--- src/hw/rtl/sps_pkg.sv ---
package sps_pkg;

    localparam int POS_W    = 32;
    localparam int PERIOD_W = 24;
    localparam int ELAPSED_W = 20;
    // Hold time stays below period + elapsed, so one bit over the period width covers it.
    localparam int HOLD_W   = PERIOD_W + 1;
    localparam int COIL_W   = 4;
    localparam int PHASE_W  = 2;

    localparam logic [PERIOD_W-1:0] IDLE_PERIOD_US  = PERIOD_W'(25000);
    localparam logic [PHASE_W-1:0]  LAST_PHASE      = PHASE_W'(3);
    localparam logic [PHASE_W-1:0]  IDLE_PHASE      = PHASE_W'(1);
    localparam logic [PERIOD_W-1:0] STEP_PERIOD_RST = PERIOD_W'(2000);
    localparam logic [COIL_W-1:0]   COILS_OFF       = '0;

    typedef enum logic [2:0] {
        REQ_TICK      = 3'd0,
        REQ_MOVE_TO   = 3'd1,
        REQ_MOVE_REL  = 3'd2,
        REQ_STEP_FWD  = 3'd3,
        REQ_STEP_BACK = 3'd4,
        REQ_GO_HOME   = 3'd5,
        REQ_STOP      = 3'd6
    } sps_req_kind_t;

    typedef enum logic [1:0] {
        CFG_MOTOR_KIND    = 2'd0,
        CFG_STEP_PERIOD   = 2'd1,
        CFG_DRIVE_ENABLE  = 2'd2,
        CFG_HOME_POSITION = 2'd3
    } sps_cfg_reg_t;

    typedef struct packed {
        logic [2:0]             req_type;
        logic [ELAPSED_W-1:0]   elapsed_us;
        logic signed [POS_W-1:0] position_arg;
    } sps_req_t;

    typedef struct packed {
        logic                    at_target;
        logic [COIL_W-1:0]       coil_pattern;
        logic signed [POS_W-1:0] position_now;
        logic                    move_done_event;
    } sps_res_t;

    typedef struct packed {
        logic                    motor_kind;
        logic [PERIOD_W-1:0]     step_period_us;
        logic                    drive_enable;
        logic signed [POS_W-1:0] home_position;
    } sps_cfg_t;

    // Full-step coil pattern for a phase; bipolar energizes two coils at once.
    function automatic logic [COIL_W-1:0] coil_for(input logic bipolar,
                                                   input logic [PHASE_W-1:0] phase);
        logic [COIL_W-1:0] pat;
        pat = COILS_OFF;
        if (bipolar)
        begin
            case (phase)
                2'd0:    pat = 4'h5;
                2'd1:    pat = 4'h9;
                2'd2:    pat = 4'hA;
                2'd3:    pat = 4'h6;
                default: pat = COILS_OFF;
            endcase
        end
        else
        begin
            case (phase)
                2'd0:    pat = 4'h1;
                2'd1:    pat = 4'h2;
                2'd2:    pat = 4'h4;
                2'd3:    pat = 4'h8;
                default: pat = COILS_OFF;
            endcase
        end
        return pat;
    endfunction

endpackage

--- src/hw/rtl/sps_step_core.sv ---
module sps_step_core
    import sps_pkg::*;
(
    input  logic      clk,
    input  logic      rst_n,
    input  logic      advance,
    input  sps_req_t  item,
    input  sps_cfg_t  cfg_val,
    output sps_res_t  result
);

    logic signed [POS_W-1:0] position_reg, position_next;
    logic signed [POS_W-1:0] target_reg, target_next;
    logic [PHASE_W-1:0]      phase_reg, phase_next;
    logic [HOLD_W-1:0]       hold_reg, hold_next;
    logic [PERIOD_W-1:0]     period_reg, period_next;
    logic [COIL_W-1:0]       coil_reg, coil_next;
    logic                    finished_reg, finished_next;
    logic                    halted_reg, halted_next;
    logic                    status_reg, status_next;
    logic                    event_flag;
    logic                    poll_due;
    logic                    on_target;
    logic                    step_back;

    assign poll_due  = hold_reg >= {1'b0, period_reg};
    assign on_target = target_reg == position_reg;
    assign step_back = target_reg < position_reg;

    always_comb
    begin
        position_next = position_reg;
        target_next   = target_reg;
        phase_next    = phase_reg;
        hold_next     = hold_reg;
        period_next   = period_reg;
        coil_next     = coil_reg;
        finished_next = finished_reg;
        halted_next   = halted_reg;
        status_next   = status_reg;
        event_flag    = 1'b0;

        case (sps_req_kind_t'(item.req_type))
            REQ_TICK:
            begin
                if (poll_due)
                begin
                    status_next = on_target;
                    hold_next   = '0;
                    if (!on_target)
                    begin
                        period_next   = cfg_val.step_period_us;
                        finished_next = 1'b0;
                        if (step_back)
                        begin
                            phase_next    = (phase_reg == '0) ? LAST_PHASE
                                                              : phase_reg - PHASE_W'(1);
                            position_next = position_reg - POS_W'(1);
                        end
                        else
                        begin
                            phase_next    = (phase_reg == LAST_PHASE) ? '0
                                                                      : phase_reg + PHASE_W'(1);
                            position_next = position_reg + POS_W'(1);
                        end
                        if (cfg_val.drive_enable)
                        begin
                            coil_next = coil_for(cfg_val.motor_kind, phase_next);
                        end
                    end
                    else
                    begin
                        // Idle: with drive enabled, toggle between coils off and the hold pattern.
                        if (cfg_val.drive_enable)
                        begin
                            phase_next  = IDLE_PHASE;
                            period_next = IDLE_PERIOD_US;
                            coil_next   = (coil_reg != COILS_OFF) ? COILS_OFF
                                        : coil_for(cfg_val.motor_kind, IDLE_PHASE);
                        end
                        if (!finished_reg)
                        begin
                            event_flag    = !halted_reg;
                            halted_next   = 1'b0;
                            finished_next = 1'b1;
                        end
                    end
                end
                else
                begin
                    hold_next = hold_reg + HOLD_W'(item.elapsed_us);
                end
            end
            REQ_MOVE_TO:
            begin
                finished_next = 1'b0;
                halted_next   = 1'b0;
                target_next   = item.position_arg;
            end
            REQ_MOVE_REL:
            begin
                finished_next = 1'b0;
                halted_next   = 1'b0;
                target_next   = position_reg + item.position_arg;
            end
            REQ_STEP_FWD:
            begin
                target_next = target_reg + POS_W'(1);
            end
            REQ_STEP_BACK:
            begin
                target_next = target_reg - POS_W'(1);
            end
            REQ_GO_HOME:
            begin
                halted_next = 1'b0;
                target_next = cfg_val.home_position;
            end
            REQ_STOP:
            begin
                target_next   = '0;
                position_next = '0;
                halted_next   = 1'b1;
            end
            default:
            begin
                event_flag = 1'b0;
            end
        endcase
    end

    assign result.at_target       = status_next;
    assign result.coil_pattern    = coil_next;
    assign result.position_now    = position_next;
    assign result.move_done_event = event_flag;

    always_ff @(posedge clk or negedge rst_n)
    begin
        if (!rst_n)
        begin
            position_reg <= '0;
            target_reg   <= '0;
            phase_reg    <= '0;
            hold_reg     <= '0;
            period_reg   <= STEP_PERIOD_RST;
            coil_reg     <= COILS_OFF;
            finished_reg <= 1'b0;
            halted_reg   <= 1'b1;
            status_reg   <= 1'b0;
        end
        else if (advance)
        begin
            position_reg <= position_next;
            target_reg   <= target_next;
            phase_reg    <= phase_next;
            hold_reg     <= hold_next;
            period_reg   <= period_next;
            coil_reg     <= coil_next;
            finished_reg <= finished_next;
            halted_reg   <= halted_next;
            status_reg   <= status_next;
        end
    end

endmodule

--- config.mk ---
export PLATFORM = sky130hd
export DESIGN_NAME = sps_step_core
export DESIGN_NICKNAME = d
export VERILOG_FILES = /design/src/hw/rtl/sps_pkg.sv /design/src/hw/rtl/sps_step_core.sv
export SDC_FILE = /design/constraint.sdc
export NUM_CORES = 1
export LEC_CHECK = 0
export ABC_AREA = 1
export CAP_MARGIN = 20
export CORE_MARGIN = 4
export CORE_UTILIZATION = 30
export DETAILED_ROUTE_END_ITERATION = 10
export DONT_BUFFER_PORTS = 1
export PLACE_DENSITY = 0.53
export SETUP_SLACK_MARGIN = 0.4
export SLEW_MARGIN = 20
export SYNTH_ARGS = -nofsm -noshare
export SYNTH_HDL_FRONTEND = slang
export SYNTH_SLANG_ARGS = --single-unit
--- constraint.sdc ---
create_clock -name clk -period 11.7 [get_ports clk]
set_input_delay 2.34 -clock clk [delete_from_list [all_inputs] [get_ports clk]]
set_output_delay 2.34 -clock clk [all_outputs]
set_load 0.005 [all_outputs]
# Word level (Yosys, flattened, before mapping)
# Index checks and enable logic that the tools add are counted.
# classes
reduce_logical	15
n_lt_le_gt_ge	2
addsub	8
n_eq_ne	15
mux	39
# ops
op	count
$pmux W32 S6	1
$mux W32	3
$add A32 B2 Y32 const B	2
$pmux W32 S2	1
$sub A32 B2 Y32 const B	2
$mux W24	2
$add A32 B32 Y32	1
$eq A32 B32 Y1	1
$lt A32 B32 Y1	1
$mux W4	8
$pmux W4 S4	2
$add A25 B20 Y25	1
$ge A25 B24 Y1	1
$mux W25	1
$mux W2	8
$mux W1	11
$eq A3 B3 Y1 const B	3
$ne A2 B2 Y1 const B	4
$eq A2 B2 Y1 const B	3
$eq A3 B2 Y1 const B	2
$reduce_bool A6 Y1	1
$reduce_and A5 Y1	1
$logic_not A2 Y1	2
$reduce_and A2 Y1	2
15 further kinds	15
# totals
in_bits	116
register_bits	122
output_inout_bits	38
wordCells	88

# Logic depth before layout (Yosys ltp)
# Gate-level depths: netlist (run 1).
# logic_depth
word_depth	13
depth_mapped	32
mapped_depth_nobuf	32

# Least setup slack after synthesis (run 1)
# No wires, ideal clock.
# synth_path
kind	reg2out
start	reg position_reg[1]
end	out result[24] (netlist bit)
t_arrival_ns	3.621
path_slack_ns	5.739
path_buffers	0
stages_incl_launch_ff	28
required_ns	9.360
cell_sequence	dfrtp_1 > inv_1 > ha_1 > nand2_1 > nand2_1 > nand2_1 > nand2_1 > nand2_1 > nand2_1 > nand2_1 > nand2_1 > nand2_1 > nand2_1 > nand2_1 > nand2_1 > inv_1 > ha_1 > a21oi_1 > nand2_1 > nand2_1 > nand3_1 > nand2_1 > nand2_1 > nand2_1 > nand2_1 > xor2_1 > o21ai_0 > nand2_1
# synth_lines
item	line_no	rtl
start, declared	sps_step_core.sv:12	logic signed [POS_W-1:0] position_reg, position_next;
start signal, assigned	sps_step_core.sv:153	position_reg <= position_next;
end, declared	sps_step_core.sv:9	output sps_res_t result

==> run_results.csv, run 1 <==
group,metric,value,unit
place,gp_congestion,1.00,
power_and_ir_drop,power,3.38,mW
cells_and_area,layout_common_cells,"nand2_1 (706), a21oi_1 (261), inv_1 (220)",
global_route,grt_max_degree,123,
floorplanning,dieArea,0.0526,sq mm
synth,async_flop_share,100,%
detailed_routing,via_per_inst,5.37,
setup_path,start_kind,"flip-flop",
worst_hold_path,hold_path.class,"reg -> reg",
clocking,htreeDepth,4,
setup_path,reg2reg_setup_slack,6.61,ns
synth,synth_seq_cells,122,
clocking,hold_buffers,0,
floorplanning,core_area,0.0480,sq mm
sta,final_max_slew_viol_count,0,
power_and_ir_drop,pwr-share-comb,62.5,%
floorplanning,start_util,30.6,%
sta,finalSetupTns,0,ns
sta,final.period_utilization,65.6,%
cells_and_area,stdcell_area,0.0159,sq mm
clocking,cts_max_path_buffers,2,
global_route,first_global_vias,15100,
clocking,clockRootBuffer,"clkbuf_16",
floorplanning,design.portCount,154,
worst_hold_path,hold_end,"status_reg",
synth,avgSynthCellArea,6.27,sq um
clocking,clk_pin_slew,0.06,ns
synth,ys_seq_area_share,20.8,%
cells_and_area,post-route-util,33.1,%
clocking,tritoncts.num_buffers,17,
sta,final.min_clock_period,7.67,ns
cells_and_area,syn2layout_area_growth,8.12,%
power_and_ir_drop,switching_share,53.8,%
cells_and_area,num-fill-cells,5286,
detailed_routing,drt_iter0_drc,1258,
sta,layout_setup_ws,4.03,ns
synth,synthesis.nets,2642,
cells_and_area,n_antenna_cell,0,
detailed_routing,drt-total-wl,58100,microns
global_route,grt_pass1_wl,88400,microns
setup_path,timing.rr.end,"position_reg[23]",
sta,timing_hold_violations_final,0,
cells_and_area,fin_cells,2954,
place,dp_cells,2922,
cells_and_area,layout_commonest_cell,"nand2_1",
power_and_ir_drop,p_leak,7.92,nW
power_and_ir_drop,power.share.sequential,21.0,%
clocking,cts_tree,"done",
synth,synth_flop_cell,"dfrtp_1",
setup_path,crit_required,9.36,ns
place,dp_slack,4.51,ns
setup_path,cp_max_fo,21,
synth,ys_types,53,
detailed_routing,drc,0,
setup_path,crit_arrival,5.33,ns
synth,synth-edff-count,0,
sta,tightestPinTransition,0.973,ns
floorplanning,rows,80,
floorplanning,die_h,229,microns
setup_path,end_kind,"primary output",
synth,yosys_warnings,0,
place,placed_area,0.0153,sq mm
clocking,ctsResizeCount,0,
sta,skew,0.0198,ns
place,port_buffers,0,
setup_path,worst-r2r-cell-count,25,
detailed_routing,dr.pass1.iters,9,
global_route,gr-usage-all-layers,21.6,%
global_route,antenna_found_initial,4,
sta,grt_setup_unrepaired,"false",
worst_hold_path,hp-start,"status_reg",
synth,synth_area,0.0147,sq mm
setup_path,path_class,"reg -> out",
power_and_ir_drop,p_clk_share,16.4,%
cells_and_area,final_layout_size_suffix_gt1_share,4.40,%
sta,whs,0.483,ns
clocking,clock_sinks,122,
detailed_routing,wl_per_cell,19.7,microns
sta,max_clock_freq,0.130,GHz
floorplanning,die_w,229,microns
outcome,outcome,"complete, no violations",
flow_run,cap_violations,0,
power_and_ir_drop,vdd_drop_max,126,uV
sta,max_slew_margin,34.9,%
place,hpwl,47800,microns
worst_hold_path,min_path_cells,2,
setup_path,crit-reg2reg-launch,"position_reg[22]",
sta,finalSetupViolations,0,
cells_and_area,fin_nets,2623,
power_and_ir_drop,p_per_area,213,mW/mm^2
power_and_ir_drop,intPower,1.56,mW
clocking,post_cts_buffers,0,
power_and_ir_drop,p_sw,1.82,mW
detailed_routing,final_antenna_net_count,0,
synth,synthCells,2345,
detailed_routing,num_vias,15900,
clocking,clk-insertion-delay-late,0.48,ns
global_route,grt.overflow.total,0,
[metal layers]
metal | share of wire [%] | global-route usage [%] | routed length, microns | vias to the layer above
met4 | 2.6 | 6.07 | 1490 | 8
met1 | 45 | 28.7 | 26000 | 7392
met3 | 7.0 | 4.87 | 4080 | 86
li1 | - | - | - | 7886
met2 | 45 | 35.3 | 26400 | 479
met5 | 0.074 | 0 | 43 | -
[power by group through the flow]
| stage | registers [mW] | logic, mW | clock network (mW) |
|---|---|---|---|
| 2_1_floorplan | 0.627 | 1.61 | 0 |
| 3_3_place_gp | 0.709 | 2.06 | 0 |
| 6_report | 0.712 | 2.11 | 0.555 |
| 4_1_cts | 0.705 | 2.09 | 0.573 |
| 3_5_place_dp | 0.712 | 2.07 | 0 |
| 5_1_grt | 0.725 | 2.40 | 0.587 |
[synthesized netlist by cell type (all sizes together), types with 23 or more instances]
master,number,area [sq um]
nor3,29,150
nand2,708,2670
clkbuf,23,86.3
dfrtp,115,2880
nor2,226,873
nand3,147,741
ha,177,2210
a21oi,262,1320
nand4,51,319
o21ai,210,1130
xnor2,24,210
inv,233,877
[worst max-delay path, cell delays in order (launching register included)]
cell and delay (ns):
dfrtp_1 0.51, inv_1 0.17, ha_1 0.31, nand2_1 0.06, nor2_1 0.21, nand4_1 0.12
nor2_1 0.26, nand2_1 0.20, nand3_1 0.14, nand2_1 0.09, inv_1 0.48, buf_4 0.40
ha_1 0.36, a21oi_1 0.20, nand2_1 0.16, nand2_1 0.09, nand3_1 0.12, nand2_1 0.10
nand2_1 0.16, a21oi_1 0.17, nand3_1 0.16, nand3_1 0.12, nand2_1 0.07, nand2_1 0.12
inv_1 0.08
[logic make-up (layout without fill, tap and decap cells)]
family          Yosys count  after routing  synth area share, %
compound gates          527            527                 19.6
xor+xnor                 37             37                 2.20
fa+ha+maj               181            181                 15.6
buf+inv                 276            270                 7.45
flops                   122            122                 20.8
mux                       1              1               0.0766
simple gates           1201           1201                 34.3
[worst max-delay path by stage]
stage / start / to / slack, ns / depth (start not counted)
2_1_floorplan: position_reg[1] / result[24] / 5.74 / 27
3_3_place_gp: position_reg[31] / result[32] / 4.53 / 24
3_5_place_dp: position_reg[23] / result[32] / 4.51 / 24
4_1_cts: position_reg[23] / result[32] / 3.97 / 24
5_1_grt: position_reg[1] / result[32] / 3.61 / 29
6_report: position_reg[22] / result[32] / 4.03 / 24
[area by class of cell]
class / instances / area (sq um) / share of cell area, %
tap: 615 / 769 / 4.84
timing repair buffer: 5 / 37.5 / 0.236
inverter: 233 / 877 / 5.52
clock inverter: 14 / 153 / 0.960
sequential: 122 / 3060 / 19.3
clock buffer: 18 / 439 / 2.76
multi-input combinational: 1947 / 10600 / 66.4
Note: power is estimated with default switching activity, not from simulation.
==> run 2: changes to the inputs <==
Clock period 11.7 ns to 7.14 ns, I/O delays scaled along.
==> run 2 against run 1 <==
Against the previous run:
- cell area increased by 0.63%
- routed wire length rose by 4.3%
- hold slack gained 0.0028 ns
- sequential power is 63% higher
- critical path type unchanged
- critical endpoint unchanged
- largest power group unchanged
==> run_results.csv, run 2 (same netlist as run 1, synthesis figures left out) <==
group,metric,value,unit
setup_path,end_kind,"primary output",
floorplanning,core_area,0.0480,sq mm
global_route,top_usage_layer,"met2",
setup_path,crit_required,5.71,ns
cells_and_area,layout_commonest_cell,"nand2_1",
global_route,met3_usage,4.46,%
clocking,cts_tree,"done",
detailed_routing,final_antenna_net_count,0,
cells_and_area,fin_cells,2963,
power_and_ir_drop,p_sw,3.02,mW
floorplanning,die_w,229,microns
floorplanning,rows,80,
clocking,hold_buffers,0,
sta,finalSetupTns,0,ns
sta,final_max_slew_viol_count,0,
clocking,clock_sinks,122,
power_and_ir_drop,pwr-share-comb,62.9,%
clocking,clockRootBuffer,"clkbuf_16",
cells_and_area,syn2layout_area_growth,8.80,%
global_route,first_global_vias,15000,
sta,final.period_utilization,88.2,%
power_and_ir_drop,p_leak,7.96,nW
global_route,gr-usage-all-layers,22.2,%
global_route,met2_usage,35.7,%
sta,final.min_clock_period,6.30,ns
clocking,htreeDepth,4,
power_and_ir_drop,power.share.sequential,20.6,%
sta,max_clock_freq,0.159,GHz
sta,timing_hold_violations_final,0,
power_and_ir_drop,switching_share,53.4,%
place,hpwl,50100,microns
place,port_buffers,0,
clocking,cts_max_path_buffers,2,
detailed_routing,wl_per_cell,20.4,microns
sta,whs,0.486,ns
clocking,clk-insertion-delay-late,0.45,ns
place,dp_cells,2928,
detailed_routing,drt-total-wl,60500,microns
cells_and_area,final_layout_size_suffix_gt1_share,4.94,%
power_and_ir_drop,vdd_drop_max,135,uV
global_route,grt.overflow.total,0,
place,gp_congestion,0.974,
sta,max_slew_margin,34.9,%
power_and_ir_drop,intPower,2.63,mW
detailed_routing,drt_iter0_drc,987,
global_route,antenna_found_initial,2,
detailed_routing,drc,0,
global_route,met1_usage,30.4,%
sta,skew,0.0122,ns
detailed_routing,dr.pass1.iters,6,
detailed_routing,via_per_inst,5.34,
sta,tightestPinTransition,0.974,ns
cells_and_area,num-fill-cells,5315,
cells_and_area,layout_common_cells,"nand2_1 (706), a21oi_1 (260), inv_1 (219)",
clocking,tritoncts.num_buffers,17,
setup_path,start_kind,"flip-flop",
setup_path,crit_arrival,4.87,ns
detailed_routing,num_vias,15800,
flow_run,cap_violations,0,
worst_hold_path,hold_path.class,"reg -> reg",
floorplanning,dieArea,0.0526,sq mm
outcome,outcome,"complete, no violations",
clocking,clk_pin_slew,0.06,ns
cells_and_area,fin_nets,2630,
global_route,grt_pass1_wl,90300,microns
floorplanning,start_util,30.6,%
setup_path,cp_max_fo,9,
global_route,grt_max_degree,123,
power_and_ir_drop,p_per_area,353,mW/mm^2
setup_path,path_class,"reg -> out",
power_and_ir_drop,p_clk_share,16.5,%
floorplanning,die_h,229,microns
sta,finalSetupViolations,0,
cells_and_area,post-route-util,33.3,%
sta,grt_setup_unrepaired,"false",
floorplanning,design.portCount,154,
[run 2: final timing paths]
path                            slack [ns]             start  cells past startpoint          endpoint
worst max-delay path                  0.84  position_reg[14]                     27        result[32]
worst min-delay path                  0.49        status_reg                      2        status_reg
worst max register to register        2.57  position_reg[14]                     29  position_reg[27]
worst min register to register        0.49        status_reg                      2        status_reg
max in group asynchronous             6.23             rst_n                      0    period_reg[10]
min in group asynchronous             0.67             rst_n                      0       coil_reg[1]
[run 2: per-stage QoR]
step	area (sq um)	worst slack, ns	power, mW
final	16000	0.843	5.65
after global routing	16000	0.407	6.19
after CTS	16000	0.491	5.62
after global placement	15400	0.925	4.65
after floorplan	14700	2.09	3.67
after detailed placement	15400	0.891	4.65
[run 2: layout make-up]
class                           instances  area, sq um  share of cell area (%)
Inverter                              233          881                    5.51
Tap cell                              615          769                    4.81
Antenna cell                            2         5.00                  0.0313
Clock buffer                           17          425                    2.66
Sequential cell                       122         3060                    19.2
Clock inverter                         15          189                    1.18
Multi-Input combinational cell       1947        10600                    66.1
Timing Repair Buffer                   12         93.8                   0.587
[run 2: metal layers]
metal | vias up | wire length [microns]
met4 | 2 | 1450
met5 | - | 7
li1 | 7897 | -
met1 | 7446 | 28200
met2 | 423 | 27200
met3 | 64 | 3610
[run 2: what timing repair did]
item / in CTS / in global routing
resized for setup: 1 / 7
setup endpoints to repair: 1 / 8
buffers inserted: 0 / 1
[run 2: worst max-delay path, stage by stage, from the launching register on]
cell and delay, ns:
dfrtp_1 0.47, inv_1 0.13, ha_1 0.29, nand2_1 0.06
nor2_1 0.17, nand4_1 0.17, inv_1 0.08, nand2_1 0.06
nand2_1 0.09, nand2_1 0.11, nand2_1 0.08, nand2_1 0.06
nand2_1 0.18, clkinvlp_4 0.16, buf_4 0.19, ha_1 0.37
a21oi_1 0.26, nand2_1 0.17, nand2_1 0.09, nand3_1 0.13
nand2_1 0.12, nand2_1 0.15, a21oi_1 0.27, nand3_1 0.15
nand3_1 0.11, nand2_1 0.08, nand2_1 0.13, inv_1 0.07
[run 2: power groups by stage]
stage	Combinational (mW)	Sequential (mW)	Clock [mW]
3_3_place_gp	3.50	1.15	0
6_report	3.55	1.16	0.935
5_1_grt	4.03	1.18	0.979
2_1_floorplan	2.64	1.03	0
4_1_cts	3.51	1.15	0.953
3_5_place_dp	3.49	1.16	0
